==> config.mk <==
export PLATFORM = sky130hd
export DESIGN_NAME = vtf_norm
export DESIGN_NICKNAME = d
export VERILOG_FILES = /design/src/hdl/vtf_pkg.sv /design/src/hdl/vtf_norm.sv
export SDC_FILE = /design/constraint.sdc
export NUM_CORES = 2
export LEC_CHECK = 0
export BUFFER_PORTS_ARGS = -buffer_cell sky130_fd_sc_hd__clkbuf_2
export CAP_MARGIN = 20
export CORE_ASPECT_RATIO = 0.5
export CORE_MARGIN = 2
export CORE_UTILIZATION = 40
export CTS_CLUSTER_DIAMETER = 80
export DETAILED_ROUTE_END_ITERATION = 12
export GPL_TIMING_DRIVEN = 0
export HOLD_SLACK_MARGIN = 0.1
export SLEW_MARGIN = 30
export SYNTH_ARGS = -nofsm -noshare
export SYNTH_HDL_FRONTEND = slang
export SYNTH_SLANG_ARGS = --single-unit
==> constraint.sdc <==
create_clock -name clk -period 24.1 [get_ports clk]
set_input_delay 7.23 -clock clk [delete_from_list [all_inputs] [get_ports clk]]
set_output_delay 7.23 -clock clk [all_outputs]
set_load 0.02 [all_outputs]
==> src/hdl/vtf_pkg.sv <==
package vtf_pkg;

  localparam int VERTEX_SLOTS_DEF = 4096;

  localparam int IDX_W  = 12;
  localparam int POS_W  = 24;
  localparam int NRM_W  = 16;
  localparam int Q_W    = 16;

  // edge = next - own, exact
  localparam int EDGE_W = POS_W + 1;
  // t1 = e x n, t2 = n x t1, exact
  localparam int T1_W   = EDGE_W + NRM_W + 1;
  localparam int T2_W   = NRM_W + T1_W + 1;
  localparam int VEC_W  = T2_W;

  // normalize unit: the largest magnitude is brought into [2^29, 2^30)
  localparam int MAG_W  = 30;
  localparam int ONE_SH = 15;

endpackage

==> src/hdl/vtf_norm.sv <==
module vtf_norm (
  input  logic                          clk,
  input  logic                          rst,
  input  logic                          start,
  input  logic signed [vtf_pkg::VEC_W-1:0] v [3],
  output logic                          done,
  output logic signed [vtf_pkg::Q_W-1:0]   u [3]
);
  import vtf_pkg::*;

  localparam logic [2:0] N_IDLE  = 3'd0;
  localparam logic [2:0] N_SHIFT = 3'd1;
  localparam logic [2:0] N_SQ    = 3'd2;
  localparam logic [2:0] N_SQRT  = 3'd3;
  localparam logic [2:0] N_DIV   = 3'd4;
  localparam logic [2:0] N_DONE  = 3'd5;

  localparam int NUM_W = MAG_W + ONE_SH + 1;

  logic [2:0]          state;
  logic [3:0]          cnt;
  logic                neg [3];
  logic [VEC_W-1:0]    mag [3];
  logic [VEC_W-1:0]    mx;
  logic [2*MAG_W+1:0]  acc;
  logic [63:0]         x;
  logic [63:0]         root;
  logic [63:0]         bitv;
  logic [MAG_W:0]      len;
  logic [MAG_W+1:0]    rem [3];
  logic [ONE_SH-1:0]   nb [3];
  logic [ONE_SH-1:0]   q [3];

  logic [VEC_W-1:0]    mag_in [3];
  logic [VEC_W-1:0]    mx_in;
  logic [MAG_W-1:0]    sq_sel;
  logic [2*MAG_W-1:0]  sq;
  logic [63:0]         trial;
  logic [NUM_W-1:0]    num [3];
  logic [MAG_W+1:0]    den;
  logic [MAG_W+2:0]    rem2 [3];
  logic                dge [3];

  always_comb begin
    for (int i = 0; i < 3; i++) begin
      mag_in[i] = v[i][VEC_W-1] ? (~v[i] + 1'b1) : v[i];
    end
    mx_in = mag_in[0];
    if (mag_in[1] > mx_in) mx_in = mag_in[1];
    if (mag_in[2] > mx_in) mx_in = mag_in[2];

    case (cnt[1:0])
      2'd0:    sq_sel = mag[0][MAG_W-1:0];
      2'd1:    sq_sel = mag[1][MAG_W-1:0];
      default: sq_sel = mag[2][MAG_W-1:0];
    endcase
    sq    = sq_sel * sq_sel;
    trial = root + bitv;

    // numerator 2^15*m + L, from the root just found
    den = {len, 1'b0};
    for (int i = 0; i < 3; i++) begin
      num[i]  = {1'b0, mag[i][MAG_W-1:0], ONE_SH'(0)} + NUM_W'(root[MAG_W:0]);
      rem2[i] = {rem[i], nb[i][ONE_SH-1]};
      dge[i]  = rem2[i] >= {1'b0, den};
    end
  end

  always_ff @(posedge clk) begin
    if (rst) begin
      state <= N_IDLE;
      cnt   <= '0;
    end else begin
      case (state)
        N_IDLE: begin
          if (start) begin
            state <= (mx_in == '0) ? N_DONE : N_SHIFT;
          end
        end
        N_SHIFT: begin
          if (mx[VEC_W-1:MAG_W] == '0 && mx[MAG_W-1]) begin
            state <= N_SQ;
            cnt   <= '0;
          end
        end
        N_SQ: begin
          cnt <= cnt + 1'b1;
          if (cnt == 4'd2) begin
            state <= N_SQRT;
          end
        end
        N_SQRT: begin
          if (bitv == '0) begin
            state <= N_DIV;
            cnt   <= '0;
          end
        end
        N_DIV: begin
          cnt <= cnt + 1'b1;
          if (cnt == 4'(ONE_SH - 1)) begin
            state <= N_DONE;
          end
        end
        // a new run may start in the done cycle
        N_DONE: begin
          if (start) begin
            state <= (mx_in == '0) ? N_DONE : N_SHIFT;
          end else begin
            state <= N_IDLE;
          end
        end
        default: state <= N_IDLE;
      endcase
    end
  end

  always_ff @(posedge clk) begin
    case (state)
      N_IDLE, N_DONE: begin
        for (int i = 0; i < 3; i++) begin
          neg[i] <= v[i][VEC_W-1];
          mag[i] <= mag_in[i];
          q[i]   <= '0;
        end
        mx  <= mx_in;
        acc <= '0;
      end
      N_SHIFT: begin
        if (mx[VEC_W-1:MAG_W] != '0) begin
          mx <= mx >> 1;
          for (int i = 0; i < 3; i++) mag[i] <= mag[i] >> 1;
        end else if (!mx[MAG_W-1]) begin
          mx <= mx << 1;
          for (int i = 0; i < 3; i++) mag[i] <= mag[i] << 1;
        end
      end
      N_SQ: begin
        acc  <= acc + (2*MAG_W+2)'(sq);
        x    <= 64'(acc + (2*MAG_W+2)'(sq));
        root <= '0;
        bitv <= 64'd1 << 62;
      end
      N_SQRT: begin
        if (bitv != '0) begin
          if (x >= trial) begin
            x    <= x - trial;
            root <= (root >> 1) + bitv;
          end else begin
            root <= root >> 1;
          end
          bitv <= bitv >> 2;
        end else begin
          len <= root[MAG_W:0];
          for (int i = 0; i < 3; i++) begin
            rem[i] <= (MAG_W+2)'(num[i][NUM_W-1:ONE_SH]);
            nb[i]  <= num[i][ONE_SH-1:0];
          end
        end
      end
      N_DIV: begin
        for (int i = 0; i < 3; i++) begin
          rem[i] <= dge[i] ? (MAG_W+2)'(rem2[i] - {1'b0, den}) : rem2[i][MAG_W+1:0];
          nb[i]  <= nb[i] << 1;
          q[i]   <= {q[i][ONE_SH-2:0], dge[i]};
        end
      end
      default: ;
    endcase
  end

  assign done = (state == N_DONE);

  always_comb begin
    for (int i = 0; i < 3; i++) begin
      u[i] = neg[i] ? (Q_W'(0) - Q_W'(q[i])) : Q_W'(q[i]);
    end
  end

endmodule

# After elaboration in Yosys (flattened, before gate mapping)
# Memory sizes are Yosys's and may differ from the RTL's.
# Cells that the tools add are included.
# totals
out_inout_bits	49
memories	5
input_bits	180
ram_bits	366
ff_bits	351
elab_cells	158
# classes
mux	64
n_reduce_logical	20
n_lt_le_gt_ge	6
eq_ne	16
n_mul	1
n_bitwise	19
add_sub_neg	18
# mem_list
name	words	width	rd	rd_ports_with_merged_regs	wr	line_no	rtl
mag	3	59	3	0	3	vtf_norm.sv:23	logic [VEC_W-1:0] mag [3];
rem	3	32	3	0	3	vtf_norm.sv:30	logic [MAG_W+1:0] rem [3];
nb	3	15	3	0	3	vtf_norm.sv:31	logic [ONE_SH-1:0] nb [3];
q	3	15	3	0	3	vtf_norm.sv:32	logic [ONE_SH-1:0] q [3];
neg	3	1	3	0	3	vtf_norm.sv:22	logic neg [3];
# op_table
operator	n
$mux W59	13
$pmux W64 S2	3
$mux W64	5
$mux W32	6
$add A59 B1 Y59 const B	3
$not A59 Y59	3
$add A45 B31 Y46	3
$pmux W62 S2	1
$gt A59 B59 Y1	2
$pmux W59 S2	1
$ge A33 B32 Y1	3
$sub A32 B32 Y32	3
$mux W15	6
$add A63 B64 Y64	1
$add A64 B64 Y64	1
$ge A64 B64 Y1	1
$logic_not A64 Y1	1
$reduce_bool A64 Y1	1
$sub A64 B64 Y64	1
$add A62 B60 Y63	1
$add A62 B60 Y62	1
$mul A30 B30 Y60	1
$pmux W30 S2	1
$logic_not A59 Y1	1
29 further kinds	81

# Depth between registers and ports, before layout
# depth
word_depth	11
ltp_mapped	51
ltp_nobuf	48

# Least setup slack after synthesis
# Ideal clock, no wire load.
# synth_path
path_kind	in2reg
startpoint	input port v[152] (netlist name)
endpoint	register state[2]
required_time_ns	24.008
setup_time_ns	0.092
stages	32
arrival_time_ns	15.234
n_path_buf	6
path_slack_ns	8.774
path_cell_list	or4_4 or4_4 or4_4 buf_6 o31ai_1 xnor2_1 inv_1 ha_1 nand4_1 nor4_1 nand4_1 or2_2 clkbuf_1 nand2_1 buf_1 buf_1 mux2i_1 inv_1 ha_1 and4_1 nand4bb_1 nor3_1 nand4_1 nor4_1 nor2_1 clkbuf_1 clkbuf_1 a2111oi_0 o2111ai_1 nor4_4 a21oi_1 o32ai_1
# synth_between
elab_chain_len	11
word_cells_on_any_way	12
classes_between	1 x add/sub; 2 x order compare; 7 x mux; 1 x bitwise; 1 x reduce/logical
# synth_lines
item	line_no	rtl
start, declared	vtf_norm.sv:5	input logic signed [vtf_pkg::VEC_W-1:0] v [3],
$not A59 Y59	vtf_norm.sv:46	mag_in[i] = v[i][VEC_W-1] ? (~v[i] + 1'b1) : v[i];
$add A59 B1 Y59	vtf_norm.sv:46	
$mux W59 *	vtf_norm.sv:46	
$gt A59 B59 Y1	vtf_norm.sv:49	if (mag_in[1] > mx_in) mx_in = mag_in[1];
$mux W59 *	vtf_norm.sv:49	
$gt A59 B59 Y1	vtf_norm.sv:50	if (mag_in[2] > mx_in) mx_in = mag_in[2];
$mux W59 *	vtf_norm.sv:50	
$logic_not A59 Y1 *	vtf_norm.sv:77, vtf_norm.sv:107	
$mux W3 *	vtf_norm.sv:77, vtf_norm.sv:107	
$mux W3 (on tied branches)	vtf_norm.sv:106, vtf_norm.sv:76	
$pmux W3 S6 *	vtf_norm.sv:74	case (state)
end signal, assigned	vtf_norm.sv:77	state <= (mx_in == '0) ? N_DONE : N_SHIFT;
end signal, assigned	vtf_norm.sv:107	state <= (mx_in == '0) ? N_DONE : N_SHIFT;
end, declared	vtf_norm.sv:20	logic [2:0] state;
# Every way passes the cells marked *; elsewhere a longest branch is shown, timed or not. The select of a mux whose other input is x is not followed.
# A chain may end at the register's enable or synchronous reset.

# Final worst setup path
# layout_path
startpoint	input port v[117] (netlist name)
endpoint	register state[2]
# Same word-level chain as after synthesis.

==> flow_metrics.env <==
export IMPL_cap_viol_max_count=0
export IMPL_layout_drive_gt1_share_pct=5.99
export IMPL_drt_pass1_iterations=8
export IMPL_period_needed_ns=19.81
export IMPL_syn_area_um2=81700
export IMPL_wl_per_cell_um=26.2
export IMPL_clkSinkCount=655
export IMPL_drt_vias_per_instance=5.95
export IMPL_ios=229
export IMPL_met3_usage_pct=8.05
export IMPL_dieArea_um2=208000
export IMPL_die_w_um=643
export IMPL_ys_seq_area_share_pct=24.0
export IMPL_skew_ns=0.0408
export IMPL_antenna_left=0
export IMPL_clockBufferDepth=3
export IMPL_cts_repair_resized=0
export IMPL_antenna_found_initial=26
export IMPL_grt_max_degree=47
export IMPL_top_usage_layer="met2"
export IMPL_rsz0062_at_grt="false"
export IMPL_critPathCaptureType="register"
export IMPL_num_vias=73936
export IMPL_grt_pass1_wl_um=470000
export IMPL_chipHeight_um=324
export IMPL_relSlewSlack_pct=21.8
export IMPL_cpPeakStageDelay_ns=0.97
export IMPL_arrival_ns=20.42
export IMPL_initial_core_util_pct=40.2
export IMPL_cts_hold_buffers=0
export IMPL_syn_num_nets=10891
export IMPL_drcViolationCount=0
export IMPL_cts_root_buf="clkbuf_16"
export IMPL_setup_viol=0
export IMPL_use_met1_pct=43.9
export IMPL_cpMaxStageDelayCell="nor4_1"
export IMPL_finalCritPeriodShare_pct=82.2
export IMPL_worstPathMaxFanout=10
export IMPL_synth_distinct_cells=89
export IMPL_finalMaxSlewViolations=0
export IMPL_setup_tns_ns=0
export IMPL_fmax_mhz=50.5
export IMPL_ys_flop_type="edfxtp_1"
export IMPL_yosys_warnings=0
export IMPL_drt_iter0_markers=9433
export IMPL_start_kind="primary input"
export IMPL_clock_latency_ns=0.73
export IMPL_synth_edf_count=648
export IMPL_status="complete, no violations"
export IMPL_worst_pin_slew_ns=1.17
export IMPL_path_clk_slew_ns=0.06
export IMPL_synth_seq_cells=655
export IMPL_post_dp_hpwl_um=266000
export IMPL_use_met2_pct=44.3
export IMPL_cts_tree="done"
export IMPL_portBuffers=228
export IMPL_grt_overflow_total=0
export IMPL_h_tree_depth=3
export IMPL_cts_buffers=76
export IMPL_path_class="in2reg"
export IMPL_synth_cells=9275
export IMPL_syn_avg_cell_area_um2=8.80
export IMPL_num_rows=117
export IMPL_crit_required_ns=24.71
export IMPL_critPathTopFamily="buffers and inverters"
export IMPL_core_area_um2=203000
export IMPL_layout_nets=11239
export IMPL_grt_use_total_pct=30.6
export IMPL_async_flop_share_pct=0
export IMPL_crit_buf_inv=11
export IMPL_postCtsSetupRepairBufs=0
export IMPL_r2r_slack_ns=7.60
export IMPL_gp_congestion=1.06
export IMPL_hold_viol=0
export IMPL_first_global_vias=69234
export IMPL_syn2layout_area_growth_pct=10.1
export IMPL_min_path_type="reg2reg"
export IMPL_drt_total_wl_um=326000
## cells in the final DEF (no fill, tap or decap), types with 296 or more instances in the layout
master    synthesis  final
nor2_1          919    918
xnor2_1         312    296
fa_1            711    711
ha_1            725    725
xor2_1          330    324
nand2_1         868    868
clkbuf_1        330    327
inv_1          1144   1144
o21ai_0         547    544
edfxtp_1        648    648
a21oi_1         655    638
## per-stage QoR
stage / hold slack [ns] / util [%] / cell area [um2] / setup slack (ns) / cells
after floorplan: 0.445 / - / 81700 / 8.77 / 9275
after global placement: 0.492 / 42.4 / 86200 / 1.70 / 12240
after global routing: 0.517 / 44.2 / 89900 / 4.39 / 12417
after CTS: 0.506 / 44.2 / 89800 / 4.84 / 12416
final: 0.508 / 44.3 / 89900 / 4.29 / 12420
after detailed placement: 0.490 / 42.9 / 87300 / 4.14 / 12281
## Yosys cell counts, drive strengths merged, types with 26 or more instances
| cell | count | share of area (%) |
|---|---|---|
| o41ai | 49 | 0.55 |
| a31oi | 90 | 0.69 |
| nand4 | 99 | 0.76 |
| a21o | 217 | 2.0 |
| nor2 | 919 | 4.2 |
| a22o | 36 | 0.39 |
| clkbuf | 330 | 1.5 |
| a211oi | 117 | 1.1 |
| mux2i | 92 | 1.1 |
| nand2 | 868 | 4.0 |
| nand3 | 118 | 0.72 |
| o211ai | 26 | 0.24 |
| o21a | 46 | 0.42 |
| inv | 1144 | 5.3 |
| or4 | 55 | 0.53 |
| a21boi | 33 | 0.30 |
| or2 | 45 | 0.34 |
| fa | 711 | 17 |
| a21oi | 655 | 4.0 |
| o31ai | 75 | 0.70 |
| and2 | 28 | 0.21 |
| edfxtp | 648 | 24 |
| o21ai | 554 | 3.4 |
| o21bai | 57 | 0.52 |
| nor3 | 115 | 0.70 |
| ha | 725 | 11 |
| and3 | 138 | 1.1 |
| xnor2 | 312 | 3.3 |
| nand2b | 52 | 0.40 |
| nor2b | 64 | 0.49 |
| xor2 | 330 | 3.5 |
| buf | 51 | 0.27 |
| or3 | 67 | 0.51 |
| nor4 | 59 | 0.49 |
## per-layer routing
| layer | share of wire (%) | up-vias |
|---|---|---|
| met3 | 12 | 716 |
| met1 | 43 | 36297 |
| met5 | 0.048 | - |
| li1 | - | 32868 |
| met2 | 41 | 4033 |
| met4 | 4.2 | 22 |
## final cells by class
type | instances | area (um2)
buffer | 381 | 1480
fill | 20206 | 113000
antenna | 3 | 7.51
clock inverter | 47 | 552
timing repair buffer | 270 | 1830
sequential | 655 | 19600
multi-input combinational | 7082 | 56700
tap | 2737 | 3420
clock buffer | 88 | 2010
inverter | 1157 | 4340
## cells by family (layout without fill, tap and decap cells)
kind of cell / count (synthesis) / after routing / synth area share [%]
AND/OR/NAND/NOR: 2683 / 2683 / 15.0
AO/OA/AOI/OAI: 2211 / 2211 / 17.1
buffers and inverters: 1538 / 1943 / 7.10
adder cells (fa/ha/maj): 1436 / 1436 / 28.5
flip-flops: 655 / 655 / 24.0
XOR/XNOR: 642 / 642 / 6.89
multiplexers: 110 / 110 / 1.39
other: 0 / 3 / 0
## path summary, 6_finish.rpt
kind              startpoint         to  cells after the start
hold reg to reg    nb[0][38]  nb[0][39]                      2
hold / removal     nb[0][38]  nb[0][39]                      2
setup reg to reg      cnt[0]      x[61]                     49
setup / recovery      v[117]   state[2]                     32
## sequential cells by signal, summed over array words and instances (netlist names)
| name | flops |
|---|---|
| state | 3 |
| cnt | 4 |
| x | 64 |
| rem | 96 |
| len | 31 |
| nb | 15 |
| acc | 62 |
| root | 64 |
| q | 45 |
| neg | 3 |
| mag | 177 |
| bitv | 32 |
| mx | 59 |
## tightest hold or removal path, cell delays in order (launching register included)
cell	delay (ns)
edfxtp_1	0.32
nand2_1	0.05
nand2_1	0.05
Power is not shown: default switching activity piles up to over one toggle a cycle in this logic, so the estimate is an artifact.
